## config.mk

```make
export PLATFORM = sky130hd
export DESIGN_NAME = mjpd_mul
export DESIGN_NICKNAME = d
export VERILOG_FILES = /design/src/hw/rtl/mjpd_pkg.sv /design/src/hw/rtl/mjpd_mul.sv
export SDC_FILE = /design/constraint.sdc
export NUM_CORES = 2
export LEC_CHECK = 0
export BUFFER_PORTS_ARGS = -buffer_cell sky130_fd_sc_hd__buf_2
export CAP_MARGIN = 15
export CORE_MARGIN = 5
export CORE_UTILIZATION = 45
export DETAILED_ROUTE_END_ITERATION = 10
export PLACE_DENSITY_LB_ADDON = 0.1
export SYNTH_ARGS = -nofsm -noshare
export SYNTH_HDL_FRONTEND = slang
export SYNTH_SLANG_ARGS = --single-unit
```

## constraint.sdc

```tcl
create_clock -name clk -period 9.75 [get_ports clk]
set_clock_uncertainty 0.2 [all_clocks]
set_input_delay 0.975 -clock clk [delete_from_list [all_inputs] [get_ports clk]]
set_output_delay 0.975 -clock clk [all_outputs]
set_load 0.02 [all_outputs]
```

## src/hw/rtl/mjpd_pkg.sv

```systemverilog
package mjpd_pkg;

	localparam int MAX_JOINTS_DEF = 32;

	localparam int JNT_W  = 5;
	localparam int RATE_W = 16;
	localparam int ANG_W  = 32;
	localparam int VEL_W  = 48;
	localparam int DIFF_W = VEL_W + 1;
	localparam int GAIN_W = 25;
	localparam int PROD_W = DIFF_W + GAIN_W;
	localparam int ACC_W  = 60;
	localparam int TRQ_W  = 20;
	localparam int HIST_W = 2 * ANG_W + 2 * VEL_W;

	localparam logic [RATE_W-1:0] RATE_RST = 16'd1000;

	localparam logic signed [VEL_W-1:0] ONE_RAD_S = 48'sd1048576;

	localparam int TORQUE_DIV  = 20480;
	localparam int DIV_SHIFT   = 12;
	localparam int RECIP_SHIFT = 26;
	localparam int QUOT_W      = 24;

	localparam logic [GAIN_W-1:0] RECIP5 = 25'd13421773;
	localparam logic [QUOT_W-1:0] Y_BIAS = 24'd10485760;
	localparam logic [QUOT_W-1:0] Q_BIAS = 24'd2097152;

	localparam logic signed [PROD_W-1:0] SAT_HI = {{(PROD_W-VEL_W+1){1'b0}}, {(VEL_W-1){1'b1}}};
	localparam logic signed [PROD_W-1:0] SAT_LO = {{(PROD_W-VEL_W+1){1'b1}}, {(VEL_W-1){1'b0}}};

	typedef enum logic [1:0] {
		RULE_POS,
		RULE_J25,
		RULE_VEL
	} rule_t;

	typedef struct packed {
		logic signed [GAIN_W-1:0] kp;
		logic signed [GAIN_W-1:0] kd;
		logic [TRQ_W-1:0]         lim;
		rule_t                    rule;
	} jclass_t;

	// Gains are stored negated and scaled by five, the limit in torque LSBs.
	function automatic jclass_t joint_class(input logic [JNT_W-1:0] j);
		jclass_t c;
		c.rule = RULE_POS;
		if (j <= 5'd2) begin
			c.kp  = -25'sd300000;
			c.kd  = -25'sd1200;
			c.lim = 20'd307200;
		end else if (j <= 5'd20) begin
			c.kp  = -25'sd100000;
			c.kd  = -25'sd1600;
			c.lim = 20'd153600;
		end else if (j <= 5'd25) begin
			c.kp  = -25'sd2000;
			c.kd  = -25'sd50;
			c.lim = 20'd35840;
		end else if (j <= 5'd29) begin
			c.kp  = -25'sd200000;
			c.kd  = -25'sd1200;
			c.lim = 20'd102400;
		end else begin
			c.kp   = -25'sd200;
			c.kd   = -25'sd50;
			c.lim  = 20'd2560;
			c.rule = RULE_VEL;
		end
		if (j == 5'd25) begin
			c.kp   = -25'sd500;
			c.kd   = -25'sd1;
			c.rule = RULE_J25;
		end
		return c;
	endfunction

	function automatic logic signed [VEL_W-1:0] sat48(input logic signed [PROD_W-1:0] v);
		logic signed [VEL_W-1:0] r;
		if (v > SAT_HI) begin
			r = SAT_HI[VEL_W-1:0];
		end else if (v < SAT_LO) begin
			r = SAT_LO[VEL_W-1:0];
		end else begin
			r = v[VEL_W-1:0];
		end
		return r;
	endfunction

	function automatic logic signed [ACC_W-1:0] clamp_hi(input logic [TRQ_W-1:0] lim);
		logic [ACC_W-1:0] l;
		l = ACC_W'(lim);
		return $signed((l + ACC_W'(1)) * ACC_W'(TORQUE_DIV));
	endfunction

	function automatic logic signed [ACC_W-1:0] clamp_lo(input logic [TRQ_W-1:0] lim);
		logic [ACC_W-1:0] l;
		l = ACC_W'(lim);
		return $signed(-(l * ACC_W'(TORQUE_DIV)));
	endfunction

endpackage

```

## src/hw/rtl/mjpd_mul.sv

```systemverilog
module mjpd_mul import mjpd_pkg::*; (
	input  logic                     clk,
	input  logic                     en,
	input  logic signed [DIFF_W-1:0] a,
	input  logic signed [GAIN_W-1:0] b,
	output logic signed [PROD_W-1:0] prod
);

	logic signed [PROD_W-1:0] prod_q;

	always_ff @(posedge clk) begin
		if (en) begin
			prod_q <= PROD_W'(a) * PROD_W'(b);
		end
	end

	assign prod = prod_q;

endmodule

```

* Word level (Yosys, flattened, before mapping)
Index checks and enable logic that the tools add are counted.
** Operators by class
- Multipliers :: 1
** Operator list (number)
- multiplier 49 x 25 -> 74 bit :: 1
** Word-level totals
- Register bits after elaboration :: 74
- Input bits :: 76
- Output and inout port bits :: 74

* Longest topological paths before layout
- Depth after elaboration :: 1
- Gate-level depth with buffers :: 29
- Gate-level depth less buffers :: 26

* Worst setup path after synthesis
Ideal clock, no wire load.
- Path type :: input port to flip-flop
- From :: in b[4]
- To :: reg prod_q[71] (netlist: prod[71]), data pin
- Setup time :: 0.158 ns
- Arrival :: 7.689 ns
- Required time :: 9.392 ns
- Path slack :: 1.703 ns
- Stages on the path :: 28
- Buffers on the path :: 2
- Cells stage by stage :: clkbuf_1 clkbuf_1 nand2_1 fa_1 inv_1 fa_1 inv_1 fa_1 inv_1 fa_1 inv_1 fa_1 inv_1 fa_1 inv_1 fa_1 inv_1 ha_1 o21ai_0 a22oi_1 nand3_1 a211oi_4 o2111ai_1 a21oi_1 a22oi_2 o21ai_1 mux2_1 a211oi_2
** On the way
- Cells in the longest elaborated chain, start to end :: 1
** RTL lines
- start, declared :: line mjpd_mul.sv:5 : input logic signed [GAIN_W-1:0] b,
- multiplier 49 x 25 -> 74 bit :: line mjpd_mul.sv:13 : prod_q <= PROD_W'(a) * PROD_W'(b);
- end signal, assigned :: line mjpd_mul.sv:13
- end, declared :: line mjpd_mul.sv:9 : logic signed [PROD_W-1:0] prod_q;
No other way between the ends.
A chain may end at the register's enable or synchronous reset.

* Final worst setup path
- From :: in b[2]
- To :: reg prod_q[71] (netlist: prod[71]), data pin
The elaborated chain is that of the path after synthesis.

==> metrics.txt <==
# TYPE chip_impl_metric gauge
chip_impl_metric{name="die_area",unit="µm²"} 102100
chip_impl_metric{name="final_layout_size_suffix_gt1_share",unit="%"} 5.790
chip_impl_metric{name="worst_pin_slew",unit="ns"} 1.056
chip_impl_info{name="clock_tree.root_cell",value="clkbuf_16"} 1
chip_impl_metric{name="final_nets",unit=""} 6064
chip_impl_metric{name="number_of_flops_mapped_to_enable_cells_by_yosys",unit=""} 74
chip_impl_info{name="yosys-top-cells-area",value="fa_1, inv_1, and2_1, nand2_1, ha_1"} 1
chip_impl_metric{name="dp.cells",unit=""} 5843
chip_impl_metric{name="detail_route.iter0.violations",unit=""} 1801
chip_impl_metric{name="detailed_place_hpwl",unit="µm"} 108000
chip_impl_info{name="netlist_top_cells_count",value="fa_1, inv_1, nand2_1"} 1
chip_impl_metric{name="routed_wire_length_per_instance",unit="µm"} 22.89
chip_impl_metric{name="worstPathArrival",unit="ns"} 8.76
chip_impl_metric{name="num_rows",unit=""} 113
chip_impl_metric{name="synth-async-reset-ratio",unit="%"} 0
chip_impl_metric{name="finalWeightedCongestion",unit=""} 0.8836
chip_impl_metric{name="via_count",unit=""} 30640
chip_impl_metric{name="hold_slack",unit="ns"} 1.065
chip_impl_info{name="cts_tree",value="done"} 1
chip_impl_metric{name="detail-route-antenna-nets",unit=""} 0
chip_impl_info{name="critPathMostFrequentCell",value="fa_1"} 1
chip_impl_info{name="min_to",value="prod[67]"} 1
chip_impl_metric{name="die_h",unit="µm"} 319.5
chip_impl_info{name="critical_path_class",value="primary input to flip-flop"} 1
chip_impl_metric{name="syn-cell-area",unit="µm²"} 43110
chip_impl_metric{name="sequential_share_of_the_synthesized_area",unit="%"} 5.154
chip_impl_info{name="synth_largest_area_cell",value="fa_1"} 1
chip_impl_metric{name="post-route-min-period",unit="ns"} 8.757
chip_impl_info{name="cp_slowest_cell",value="buf_2"} 1
chip_impl_metric{name="synth_seq_cells",unit=""} 74
chip_impl_metric{name="areaGrowthSynthToFinish",unit="%"} 5.749
chip_impl_info{name="critPathCaptureType",value="flip-flop"} 1
chip_impl_info{name="rsz0062_at_grt",value="no"} 1
chip_impl_metric{name="die_w",unit="µm"} 319.5
chip_impl_metric{name="flip_flop_count_of_the_largest_register_after_layout",unit=""} 74
chip_impl_metric{name="cts_sinks",unit=""} 74
chip_impl_info{name="critical_path_launch_point_type",value="primary input"} 1
chip_impl_metric{name="cp_max_fo",unit=""} 35
chip_impl_metric{name="final_core_util",unit="%"} 47.99
chip_impl_metric{name="post_synth_num_cell_types",unit=""} 68
chip_impl_metric{name="drc_markers",unit=""} 0
chip_impl_metric{name="grt_first_pass_wirelength",unit="µm"} 211100
chip_impl_metric{name="cts_repair_resize_count",unit=""} 0
chip_impl_metric{name="slowest_delay",unit="ns"} 0.64
chip_impl_metric{name="syn-num-nets",unit=""} 6058
chip_impl_metric{name="filler_cell_count",unit=""} 9225
chip_impl_metric{name="initial_utilization",unit="%"} 45.38
chip_impl_metric{name="grt_util_all_layers",unit="%"} 27.00
chip_impl_metric{name="synthesis.yosys.warnings",unit=""} 0
chip_impl_metric{name="ctsHtreeMaxLevel",unit=""} 3
chip_impl_metric{name="worst_ep_required_time",unit="ns"} 9.75
chip_impl_metric{name="numPortBuffers",unit=""} 149
chip_impl_metric{name="drv_slew",unit=""} 0
chip_impl_metric{name="cts_made_buffers",unit=""} 9
chip_impl_metric{name="worst_setup_hold_path_clk_slew",unit="ns"} 0.07
chip_impl_metric{name="max_freq",unit="MHz"} 114.2
chip_impl_metric{name="tns",unit="ns"} 0
chip_impl_metric{name="cp_num_buf_inv",unit=""} 6
chip_impl_metric{name="fin_cells",unit=""} 5864
chip_impl_metric{name="post_cts_buffers",unit=""} 0
chip_impl_metric{name="final-hold-violation-count",unit=""} 0
chip_impl_metric{name="grt_antenna_before_repair",unit=""} 3
chip_impl_info{name="hold_path_class",value="primary input to flip-flop"} 1
chip_impl_metric{name="grt_max_degree",unit=""} 75
chip_impl_metric{name="grt_overflow",unit=""} 0
chip_impl_metric{name="post_drt_via_cell_ratio",unit=""} 5.225
chip_impl_metric{name="cap_violations",unit=""} 0
chip_impl_info{name="synth_ff_type",value="edfxtp_1"} 1
chip_impl_info{name="status",value="finished clean"} 1
chip_impl_info{name="cpLargestDelayFamily",value="adder cells"} 1
chip_impl_metric{name="drtPass1Iterations",unit=""} 5
chip_impl_metric{name="timing.slew.headroom",unit="%"} 29.42
chip_impl_metric{name="multi_input_gate_area_in_the_final_layout",unit="µm²"} 35630
chip_impl_metric{name="synth_top_area_share",unit="%"} 56.19
chip_impl_metric{name="setup_viol",unit=""} 0
chip_impl_metric{name="hold_path_depth",unit=""} 1
chip_impl_metric{name="detail_route.wirelength",unit="µm"} 134200
chip_impl_metric{name="ratio_of_final_minimum_period_to_clock_period",unit="%"} 89.81
chip_impl_info{name="synthMostInstantiatedCell",value="fa_1"} 1
chip_impl_metric{name="postSynthCellCount",unit=""} 4583
chip_impl_metric{name="core",unit="µm²"} 95010
chip_impl_metric{name="syn_area_per_cell",unit="µm²"} 9.407
chip_impl_metric{name="number_of_global_route_vias_before_repair",unit=""} 34330
chip_impl_metric{name="cts-hold-fix-buffers",unit=""} 0
chip_impl_info{name="hold_start",value="en"} 1
chip_impl_metric{name="register_area",unit="µm²"} 2222
chip_impl_metric{name="cts.path.max_buffers",unit=""} 2
chip_impl_metric{name="ioPinCount",unit=""} 150
cells by family (layout without fill, tap and decap cells):
| group | Yosys count | after routing | synth area share, % |
|---|---|---|---|
| buffers and inverters | 1402 | 1413 | 12.21 |
| adder cells (fa/ha/maj) | 1399 | 1399 | 61.67 |
| AND/OR/NAND/NOR | 1398 | 1398 | 15.77 |
| AO/OA/AOI/OAI | 228 | 228 | 3.515 |
| XOR/XNOR | 79 | 79 | 1.605 |
| flip-flops | 74 | 74 | 5.154 |
| multiplexers | 3 | 3 | 0.07545 |
| other | 0 | 5 | 0 |
placed cells by master, fill, tap and decap left out, types with 4 or more instances in the layout:
cell and n:
a211oi_1 10, a21o_1 16, a21oi_1 87, a31oi_1 5
and2_1 482, and3_1 10, buf_12 7, buf_2 148
buf_4 79, clkbuf_16 9, diode_2 5, edfxtp_1 74
fa_1 1210, ha_1 189, inv_1 1163, nand2_1 735
nand2b_1 11, nand3_1 17, nand4_1 15, nor2_1 37
nor2b_1 51, nor3_1 17, nor4_1 5, o211ai_1 4
o21a_1 9, o21ai_0 33, o21ai_1 4, o21bai_1 21
or3_1 5, xnor2_1 62, xor2_1 17
final cells by class:
| class | instances | share of cell area [%] |
|---|---|---|
| timing repair buffer | 234 | 3.233 |
| antenna | 5 | 0.02744 |
| inverter | 1163 | 9.575 |
| clock inverter | 7 | 0.1811 |
| sequential | 74 | 4.874 |
| multi-input combinational | 3107 | 78.14 |
| clock buffer | 9 | 0.4940 |
| tap | 1265 | 3.472 |
metal layers:
layer,GRT usage [%],up-vias,wire (µm)
li1,-,13080,-
met1,36.32,16360,54990
met2,46.59,974,67660
met3,3.016,231,6578
met4,8.054,0,4976
met5,0,-,0
worst max path at each step:
stage | start | endpoint | cells past startpoint | slack (ns)
after floorplan | b[4] | prod[71] | 28 | 1.70
after global placement | b[3] | prod[71] | 25 | 0.81
after detailed placement | b[3] | prod[71] | 25 | 0.69
after CTS | b[3] | prod[71] | 25 | 1.07
after global routing | b[1] | prod[71] | 25 | 0.63
final | b[2] | prod[71] | 25 | 0.99
metrics by stage:
stage / worst slack [ns] / cell area, µm²
2_1_floorplan: 1.703 / 43110
3_3_place_gp: 0.8136 / 45270
3_5_place_dp: 0.6891 / 45270
4_1_cts: 1.073 / 45580
5_1_grt: 0.6342 / 45580
6_report: 0.9931 / 45590
Power is not shown: default switching activity piles up to over one toggle a cycle in this logic, so the estimate is an artifact.
