File: src/hw/rtl/mjpd_ram.sv
module mjpd_ram #(
	parameter int WIDTH = 8,
	parameter int DEPTH = 32,
	localparam int AW = (DEPTH > 1) ? $clog2(DEPTH) : 1
) (
	input  logic             clk,
	input  logic             we,
	input  logic [AW-1:0]    waddr,
	input  logic [WIDTH-1:0] wdata,
	input  logic             re,
	input  logic [AW-1:0]    raddr,
	output logic [WIDTH-1:0] rdata
);

	logic [WIDTH-1:0] mem_q [DEPTH];
	logic [WIDTH-1:0] rdata_q;

	always_ff @(posedge clk) begin
		if (we) begin
			mem_q[waddr] <= wdata;
		end
		if (re) begin
			rdata_q <= mem_q[raddr];
		end
	end

	assign rdata = rdata_q;

endmodule

File: config.mk
export PLATFORM = sky130hd
export DESIGN_NAME = mjpd_ram
export DESIGN_NICKNAME = d
export VERILOG_FILES = /design/src/hw/rtl/mjpd_ram.sv
export SDC_FILE = /design/constraint.sdc
export NUM_CORES = 1
export LEC_CHECK = 0
export BUFFER_PORTS_ARGS = -buffer_cell sky130_fd_sc_hd__buf_4
export CAP_MARGIN = 25
export CORE_ASPECT_RATIO = 0.6
export CORE_MARGIN = 2
export CORE_UTILIZATION = 40
export DETAILED_ROUTE_END_ITERATION = 10
export PLACE_DENSITY = 0.59
export SLEW_MARGIN = 20
export SYNTH_ARGS = -nofsm -noshare
export SYNTH_HDL_FRONTEND = slang
export SYNTH_SLANG_ARGS = --single-unit
File: constraint.sdc
create_clock -name clk -period 2.7 [get_ports clk]
set_input_delay 0.135 -clock clk [delete_from_list [all_inputs] [get_ports clk]]
set_output_delay 0.135 -clock clk [all_outputs]
set_load 0.02 [all_outputs]
## Word level (Yosys, flattened, before mapping)

Memories as Yosys holds them, arrays and structs flattened. A register that Yosys moved wholly into a read port is not among the register bits.
Index checks and enable logic that the tools add are counted.

| storage, ports and cells | value |
|---|---|
| bits in registers | 0 |
| RAM bits | 256 |
| input bits | 21 |
| output and inout port bits | 8 |
| logic and storage cells | 3 |
| memories | 1 |

| operators by class | value |
|---|---|
| multiplexer cells | 2 |

Memories:

| name | depth | width | rd ports | clocked after Yosys merged registers in | wr ports | RTL line | text |
|---|---|---|---|---|---|---|---|
| mem_q | 32 | 8 | 1 | 1 | 1 | 15 | `logic [WIDTH-1:0] mem_q [DEPTH];` |

Operators by type and width:

| kind | number |
|---|---|
| 1-bit two-way mux | 2 |

## Depth between registers and ports, before layout

Gate-level depths: netlist (run 1).

| depth | value |
|---|---|
| depth after elaboration | 2 |
| depth in mapped cells | 5 |
| gate-level depth less buffers | 3 |

## Least setup slack after synthesis (run 1)

No wires, ideal clock.

| timing path | value |
|---|---|
| path type | input port to flip-flop |
| from | in raddr[2] |
| to | reg rdata_q[0], in the netlist rdata[0] (read register of mem_q) (data pin) |
| library setup time | 0.260 ns |
| arrival | 1.817 ns |
| required time | 2.440 ns |
| path slack | 0.623 ns |
| cell stages on the path | 5 |
| buffers on the path | 2 |
| path through | clkbuf_1 > clkbuf_1 > mux4_2 > mux4_2 > mux2_2 |

RTL lines:

| element | RTL line | text |
|---|---|---|
| start: declaration | 11 | `input logic [AW-1:0] raddr,` |
| end: declaration | 16 | `logic [WIDTH-1:0] rdata_q;` |

==> results of run 1 <==
layout make-up:
type,count,area share [%]
Timing Repair Buffer,73,4.867
Tap cell,329,3.481
Multi-Input combinational cell,133,17.75
Sequential cell,264,67.04
Clock buffer,27,5.354
Clock inverter,17,1.502
cells in the final DEF, fill, tap and decap left out:
master / Yosys / routed
clkinvlp_4: 0 / 1
clkinv_2: 0 / 4
clkinv_1: 0 / 8
nand3b_1: 5 / 5
nand3_1: 2 / 2
clkbuf_1: 6 / 2
buf_12: 0 / 2
dlygate4sd3_1: 0 / 1
mux2_2: 8 / 8
mux4_2: 80 / 80
nand2_1: 1 / 1
nor2_1: 33 / 33
or3_1: 1 / 1
or3b_2: 3 / 3
buf_4: 6 / 70
edfxtp_1: 264 / 264
bufinv_16: 0 / 4
clkbuf_16: 0 / 25
sequential cells by signal, indices dropped and copies added, names as in the netlist:
signal and flops:
rdata 8, mem_q 256
final timing paths:
path / startpoint / slack (ns) / end / cells after the start
worst max-delay path: mem_q[13][6] / 0.70 / rdata[6] / 3
worst min-delay path: wdata[4] / 0.05 / mem_q[20][4] / 1
worst max register to register: mem_q[13][6] / 0.70 / rdata[6] / 3
worst min register to register: mem_q[23][4] / 0.98 / rdata[4] / 3
critical path: cells and delay by family (launching register included):
| kind | cells | cell delay, ns |
|---|---|---|
| multiplexers | 3 | 1.38 |
| flip-flops | 1 | 0.37 |
kinds of logic after synthesis:
kind of cell,count (synthesis),share of synthesized area (%)
buffers and inverters,20,1.049
DFF,264,78.23
muxes,88,18.67
and+or+nand+nor,45,2.050
report_power, final:
group          total (mW)  switching [mW]  internal [mW]
Clock                3.50            1.44           2.06
Combinational       0.471           0.262          0.210
Sequential           4.59          0.0168           4.57
Total                8.56            1.72           6.84
layer usage:
metal  global-route usage, %  share of wire, %
met5                       0                 0
met4                   3.379               1.2
met3                   4.425               7.7
met2                   23.27                42
met1                   27.14                49
timing repair:
action | CTS | global route
endpoints found under the hold margin | 8 | 0
hold buffers | 1 | 0
gates resized for setup | 0 | 0
buffers inserted | 0 | 0
==> results by group, run 1 <==
Routing
  – DRC: 0
  – Final ANT Viol Nets: 0
  – Iteration-0 DRC Markers: 538
  – Pre-Repair DR Iteration Count: 5
  – Wire per inst: 25.96 µm
  – Via count: 4586
  – WL final: 21.89 mm
  – Vias per Instance: 5.440

STA
  – Hold Violations, Final: 0
  – Worst Tran Pin Value: 0.5172 ns
  – Final hold slack: 0.04818 ns
  – Final worst path period share: 74.10%
  – Final TNS setup: 0 ns
  – # setup viols final: 0
  – Final Worst Setup Slack: 0.6994 ns
  – Min Tclk post-route: 2.001 ns
  – RSZ-0062 raised after global routing: no
  – Max-slew violation count: 0
  – Clk_skew: 0.01530 ns
  – Fmax: 0.4998 GHz
  – Relative slew slack: 65.41%

Floorplanning
  – IO Count: 29
  – Core region area: 25110 µm²
  – Die width: 209.5 µm
  – Rows: 45
  – Starting Density: 40.35%
  – Die Span Y: 127.3 µm
  – Die area: 26660 µm²

Global routing
  – Vias in the first global route: 4623
  – GRT overflow: 0
  – Antenna violations before repair: 0
  – Largest net degree at the start of global routing: 33
  – First-pass GRT wire length: 31.84 mm
  – Total GRT Usage: 16.91%

Yosys
  – Share of the synthesized area in the top cell type: 78.23%
  – Syn avg cell area: 24.30 µm²
  – Mapped Area: 10130 µm²
  – Yosys cell types: 14
  – Async SR Flop Fraction: 0%
  – Synth cell count leaders: edfxtp_1, mux4_2, nor2_1
  – Seq/Total Area, Yosys: 78.23%
  – Syn nets: 438
  – Most frequent cell after synthesis: edfxtp_1
  – Top cells by area, synth: edfxtp_1, mux4_2, nor2_1
  – Yosys Warn Count: 0
  – Leading area contributor after synthesis: edfxtp_1
  – Synth Flop Type: edfxtp_1
  – EDFF count, synth: 264
  – Yosys reg bits: 264
  – Post-Synthesis Cells: 417

Power and ir drop
  – Total Power: 8.562 mW
  – PwrDens: 724.1 nW/µm²
  – Leakage Power: 3.753 nW
  – Max VDD drop: 0.3669 mV

Worst hold path
  – Hold/Removal Path Class: input pin to register

Clock network
  – Clock latency at the later pin of the worst-skew pair: 0.53 ns
  – Root Buffer: clkbuf_16
  – TritonCTS Buffers: 24
  – H-tree lvl count: 1
  – CTS tree: done
  – Maximum clock insertion buffer count: 3
  – Clk sinks: 264
  – Clock slew at reported path FFs: 0.06 ns

Finish
  – Non-Filler Instances: 843
  – Register area: 7928 µm²
  – Final Util: 47.09%
  – Area taken by multi-input logic gates: 2100 µm²
  – ANT cells: 0
  – Post-route cell area: 11830 µm²
  – Layout area overhead: 16.69%
  – Layout cells sized above 1: 38.33%
  – Fin nets: 517
  – Fillers: 2049

Placed design
  – HPWL after DPL: 14.40 mm
  – Routability Congestion: 0.8186
  – Port buffer count: 28
  – Pre-CTS WS: 0.2903 ns
  – Cells after DPL: 798
  – Post-DP Area: 11000 µm²

Job
  – Max Cap Viol: 0

Worst setup path
  – CP cell instances: mux4_2 > mux4_2 > mux2_2
  – CP Max Fanout: 1
  – CP arrival: 2.27 ns
  – Critical Path Source Type: register
  – Worst Setup End Kind: register
  – Crit-path slowest cell: mux4_2
  – Kind of critical path: register to register
  – CP required: 2.97 ns
  – CP max stage delay: 0.55 ns
  – CP most frequent cell: mux4_2

Status
  – Status: finished clean
No activity file was read; power rests on OpenSTA's default activity.
==> run 2, diff against run 1 <==
==> constraint.sdc (replaced) <==
create_clock -name clk -period 1.9 [get_ports clk]
set_input_delay 0.095 -clock clk [delete_from_list [all_inputs] [get_ports clk]]
set_output_delay 0.095 -clock clk [all_outputs]
set_load 0.02 [all_outputs]
==> run 2 against run 1 <==
The flow now finishes with violations (setup timing). Hold slack lost 0.036 ns. Critical path depth unchanged. Highest routed layer unchanged. Clock skew fell by 0.0091 ns. Clock power up 27%. Via count increased by 4.9%. First-iteration DRC count grew 9.9%.
==> results by group, run 2 (synthesis gave the netlist of run 1 again) <==
Status
  – Status: finished with violations
  – Failing checks: setup timing

Placed design
  – Pre-CTS WS: -0.2895 ns
  – Routability Congestion: 0.7809
  – HPWL after DPL: 15.19 mm
  – Port buffer count: 28

STA
  – Max-slew violation count: 0
  – Final worst path period share: 104.5%
  – Min Tclk post-route: 1.985 ns
  – # setup viols final: 8
  – Final Worst Setup Slack: -0.08471 ns
  – Fmax: 0.5039 GHz
  – Relative slew slack: 61.24%
  – Hold Violations, Final: 0
  – RSZ-0062 raised after global routing: yes
  – Clk_skew: 0.006221 ns
  – Worst Tran Pin Value: 0.5796 ns

Power and ir drop
  – Internal: 9.238 mW
  – Leakage Power: 3.787 nW
  – Switching share of power: 21.00%
  – PwrDens: 986.1 nW/µm²
  – Clk network pwr share: 38.0%
  – Sequential power share: 55.8%
  – Combinational power share: 6.2%
  – Max VDD drop: 0.8204 mV
  – Net Switching: 2.455 mW

Job
  – Max Cap Viol: 0

Worst setup path
  – CP Max Fanout: 1
  – Kind of critical path: register to register
  – Worst r2r src: mem_q[6][6]
  – Worst R2R Path Depth: 3
  – FF-to-FF End: rdata[6]
  – Critical Path Source Type: register
  – CP required: 2.17 ns
  – CP arrival: 2.26 ns
  – Worst Setup End Kind: register
  – R2R Setup Slk: -0.08 ns

Clock network
  – CTS tree: done
  – Clock slew at reported path FFs: 0.06 ns
  – Root Buffer: clkbuf_16
  – Clock latency at the later pin of the worst-skew pair: 0.52 ns
  – H-tree lvl count: 1
  – TritonCTS Buffers: 25
  – Clk sinks: 264
  – Maximum clock insertion buffer count: 3

Global routing
  – GRT overflow: 0
  – First-pass GRT wire length: 34.31 mm
  – Total GRT Usage: 18.27%
  – Antenna violations before repair: 0
  – Largest net degree at the start of global routing: 33
  – Vias in the first global route: 4820

Routing
  – Via count: 4813
  – Iteration-0 DRC Markers: 591
  – Vias per Instance: 5.669
  – Wire per inst: 27.77 µm
  – Final ANT Viol Nets: 0
  – Pre-Repair DR Iteration Count: 5
  – DRC: 0
  – WL final: 23.58 mm

Finish
  – ANT cells: 0
  – Commonest cells after routing, fill and taps aside: edfxtp_1, mux4_2, buf_4, nor2_1, clkbuf_16
  – Layout area overhead: 17.03%
  – Most common cell after layout, fill and taps aside: edfxtp_1
  – Max reg flops: 256
  – Final Util: 47.22%
  – Layout cells sized above 1: 38.08%
  – Top reg by flops: mem_q
  – Fin nets: 525

Floorplanning
  – Starting Density: 40.35%
  – IO Count: 29
  – Die area: 26660 µm²
  – Core region area: 25110 µm²
  – Rows: 45
  – Die Span Y: 127.3 µm
  – Die width: 209.5 µm

Worst hold path
  – Hold/Removal Path Class: input pin to register
  – Hold path start: wdata[1]
  – Hold Crit Endpoint: mem_q[20][1]
  – Hold Path Stages: 1
==> run 2: per-stage QoR <==
step	power (mW)	std cells	setup TNS (ns)	hold slack [ns]	area, µm²
detailed placement	7.373	805	-2.027	0.4074	11120
finish	11.69	849	-0.3680	0.01193	11860
floorplan	7.013	417	0	0.1939	10160
global placement	7.353	805	-1.909	0.4132	11120
global route	12.05	849	-0.5790	0.009151	11860
CTS	11.77	849	-0.3702	0.004093	11840
==> run 2: layout make-up <==
type	count	area [µm²]
flip-flops and latches	264	7928
clock inverters	10	43.79
clock buffers	33	655.6
well taps	329	411.6
multi-input cells	133	2130
repair buffers	80	690.7
fillers	2047	13250
==> run 2: power by group through the flow <==
| stage | sequential (mW) | clock [mW] | combinational, mW |
|---|---|---|---|
| after floorplan | 6.66 | 0 | 0.352 |
| after global placement | 6.65 | 0 | 0.703 |
| after detailed placement | 6.65 | 0 | 0.718 |
| after CTS | 6.53 | 4.52 | 0.727 |
| after global routing | 6.53 | 4.75 | 0.769 |
| final | 6.53 | 4.44 | 0.728 |
==> run 2: worst max path at each step <==
stage | slack (ns) | cells after the start | from | endpoint
final | -0.08 | 3 | mem_q[6][6] | rdata[6]
after global routing | -0.09 | 3 | mem_q[6][6] | rdata[6]
after CTS | -0.08 | 3 | mem_q[31][7] | rdata[7]
after detailed placement | -0.29 | 6 | raddr[0] | rdata[2]
after global placement | -0.27 | 6 | raddr[0] | rdata[2]
after floorplan | 0.002 | 5 | raddr[2] | rdata[0]
==> run 2: what timing repair did <==
item | CTS | global route
hold endpoints to repair | 8 | 0
buffers inserted | 0 | 0
hold buffers | 1 | 0
setup endpoints to repair | 8 | 8
resized for setup | 3 | 5
==> run 2: per-layer routing <==
metal	GRT usage, %	share of wire [%]	vias up
li1	-	-	1961
met1	29.49	48	2644
met2	26.53	44	183
met3	3.196	6.8	25
met4	3.004	1.5	0
met5	0	0	-
==> run 2: critical path, stage by stage, from the launching register on <==
cell	delay (ns)
edfxtp_1	0.37
mux4_2	0.55
mux4_2	0.53
mux2_4	0.29
==> run 3, diff against run 2 <==
--- a/config.mk
+++ b/config.mk
@@ -5,6 +5,7 @@
 export SDC_FILE = /design/constraint.sdc
 export NUM_CORES = 1
 export LEC_CHECK = 0
+export ABC_AREA = 1
 export BUFFER_PORTS_ARGS = -buffer_cell sky130_fd_sc_hd__buf_4
 export CAP_MARGIN = 25
 export CORE_ASPECT_RATIO = 0.6
==> run 3 against run 2 <==
The flow now finishes without violations. Synthesized cell count up 120%. Largest power group unchanged. Non-clock buffer count down 2. Critical path depth up 5. Via count up 46%. Final cell count up 59%. Setup slack better by 0.67 ns. Hold slack better by 0.0046 ns. Critical path type unchanged. Die area up 7.0%.
==> results by group, run 3 <==
Status
  – Status: finished clean

Worst setup path
  – Kind of critical path: register to register
  – CP max stage delay: 0.36 ns
  – CP arrival: 1.60 ns
  – CP required: 2.18 ns
  – CP Max Fanout: 1
  – CP most frequent cell: nand2_1
  – Launch point of the worst path: mem_q[29][0]
  – Crit-path slowest cell: edfxtp_1
  – Worst r2r src: mem_q[29][0]
  – CP cell instances: nand2_1 > nand3_1 > nand3_1 > nand2_1 > nand2_1 > nand2_1 > nand2_1 > nand2_1
  – Critical Path Source Type: register
  – Worst R2R Path Depth: 8
  – FF-to-FF End: rdata[0]
  – Worst Setup End Kind: register
  – R2R Setup Slk: 0.58 ns

Floorplanning
  – Die width: 216.8 µm
  – Die Span Y: 131.7 µm
  – Die area: 28540 µm²
  – IO Count: 29
  – Starting Density: 40.96%
  – Core region area: 26530 µm²
  – Rows: 46

Placed design
  – Cells after DPL: 1306
  – Port buffer count: 28
  – Post-DP Area: 11580 µm²
  – Routability Congestion: 0.8416
  – Pre-CTS WS: 0.4150 ns
  – HPWL after DPL: 16.13 mm

Finish
  – Post-route cell area: 12290 µm²
  – Fillers: 2450
  – Top reg by flops: mem_q
  – Layout area overhead: 13.13%
  – Max reg flops: 256
  – Area taken by multi-input logic gates: 2492 µm²
  – Commonest cells after routing, fill and taps aside: nand2_1, edfxtp_1, nand3_1, buf_4, nor2_1
  – Final Util: 46.33%
  – Most common cell after layout, fill and taps aside: nand2_1
  – ANT cells: 0
  – Register area: 7928 µm²
  – Non-Filler Instances: 1350
  – Fin nets: 995
  – Layout cells sized above 1: 10.61%

STA
  – Final TNS setup: 0 ns
  – Max-slew violation count: 0
  – Worst Tran Pin Value: 0.5338 ns
  – RSZ-0062 raised after global routing: no
  – Min Tclk post-route: 1.319 ns
  – Relative slew slack: 64.37%
  – # setup viols final: 0
  – Final worst path period share: 69.42%
  – Clk_skew: 0.009126 ns
  – Final Worst Setup Slack: 0.5809 ns
  – Hold Violations, Final: 0
  – Fmax: 0.7581 GHz

Clock network
  – Clk sinks: 264
  – Root Buffer: clkbuf_16
  – PostCTS Resize Cnt: 0
  – Setup Buffers After CTS: 0
  – Post-CTS Hold Buffers: 2
  – Maximum clock insertion buffer count: 3
  – TritonCTS Buffers: 24
  – Clock slew at reported path FFs: 0.06 ns
  – Clock latency at the later pin of the worst-skew pair: 0.53 ns
  – CTS tree: done
  – H-tree lvl count: 1

Routing
  – WL final: 27.52 mm
  – Iteration-0 DRC Markers: 673
  – Via count: 7029
  – Pre-Repair DR Iteration Count: 5
  – Wire per inst: 20.39 µm
  – Vias per Instance: 5.207
  – DRC: 0
  – Final ANT Viol Nets: 0

Yosys
  – Yosys reg bits: 264
  – Synth cell count leaders: nand2_1, edfxtp_1, nand3_1
  – Most frequent cell after synthesis: nand2_1
  – Post-Synthesis Cells: 922
  – Async SR Flop Fraction: 0%
  – Yosys Warn Count: 0
  – Seq/Total Area, Yosys: 72.95%
  – Yosys cell types: 11
  – Mapped Area: 10870 µm²
  – Leading area contributor after synthesis: edfxtp_1
  – EDFF count, synth: 264
  – Syn avg cell area: 11.79 µm²
  – Synth Flop Type: edfxtp_1
  – Top cells by area, synth: edfxtp_1, nand2_1, nand3_1
  – Share of the synthesized area in the top cell type: 72.95%
  – Syn nets: 943

Worst hold path
  – Hold Path Stages: 1
  – Hold path start: wdata[3]
  – Hold Crit Endpoint: mem_q[25][3]
  – Hold/Removal Path Class: input pin to register

Global routing
  – Busiest grt layer: met1
  – M3 GR Usage: 4.352%
  – Largest net degree at the start of global routing: 67
  – Met2 usage: 28.29%
  – First-pass GRT wire length: 41.98 mm
  – GR Util met1: 30.28%
  – Total GRT Usage: 19.57%
  – Antenna violations before repair: 0
  – GRT overflow: 0
  – Vias in the first global route: 6751

Job
  – Max Cap Viol: 0

Power and ir drop
  – Leakage Power: 4.551 nW
  – Max VDD drop: 0.6088 mV
  – PwrDens: 962.8 nW/µm²
-- run 3: changes by cell type after synthesis, sizes merged --
cell	change
clkbuf	+1
nor2	-1
mux2	-8
nand3b	-5
mux4	-80
nand2	+359
or3b	-3
nand3	+202
inv	+10
or3	-1
buf	+31
-- run 3: critical path, delay by kind of cell, from the launching register on --
kind,cells,cell delay [ns]
and+or+nand+nor,8,0.71
DFF,1,0.36
-- run 3: how the worst max path moves through the flow --
stage                             end  slack, ns  cells after the start
after floorplan           mem_q[0][0]       0.77                      3
after global placement       rdata[3]       0.42                     11
after detailed placement     rdata[5]       0.41                     11
after CTS                    rdata[5]       0.61                      8
after global routing         rdata[0]       0.47                      8
final                        rdata[0]       0.58                      8
-- run 3: where the power goes --
group	internal (mW)	total, mW	switching, mW
sequential	6.49	6.52	0.0265
combinational	0.241	0.842	0.601
clock	2.39	4.47	2.08
-- run 3: cell families (layout without fill, tap and decap cells) --
logic type,count (synthesis),after routing,synth area share (%)
DFF,264,264,72.95
buffers and inverters,62,130,4.111
and+or+nand+nor,596,596,22.94
-- run 3: through the flow --
stage | hold slack (ns) | power, mW
2_1_floorplan | 0.1939 | 7.125
3_3_place_gp | 0.4332 | 7.485
3_5_place_dp | 0.4375 | 7.490
4_1_cts | 0.01250 | 11.91
5_1_grt | 0.01794 | 12.24
6_report | 0.01653 | 11.84
-- run 3: metal layers --
layer	wire (µm)	up-vias	part of all wire, %
met5	0	-	0
met4	429	0	1.6
met3	1956	39	7.1
met2	11700	230	43
met1	13440	3454	49
li1	-	3306	-
-- run 3: layout make-up --
cell class	instances	area share, %
sequential	264	64.49
multi-input combinational	596	20.27
timing repair buffer	78	5.618
clock buffer	31	5.272
tap	360	3.664
clock inverter	11	0.3562
inverter	10	0.3257
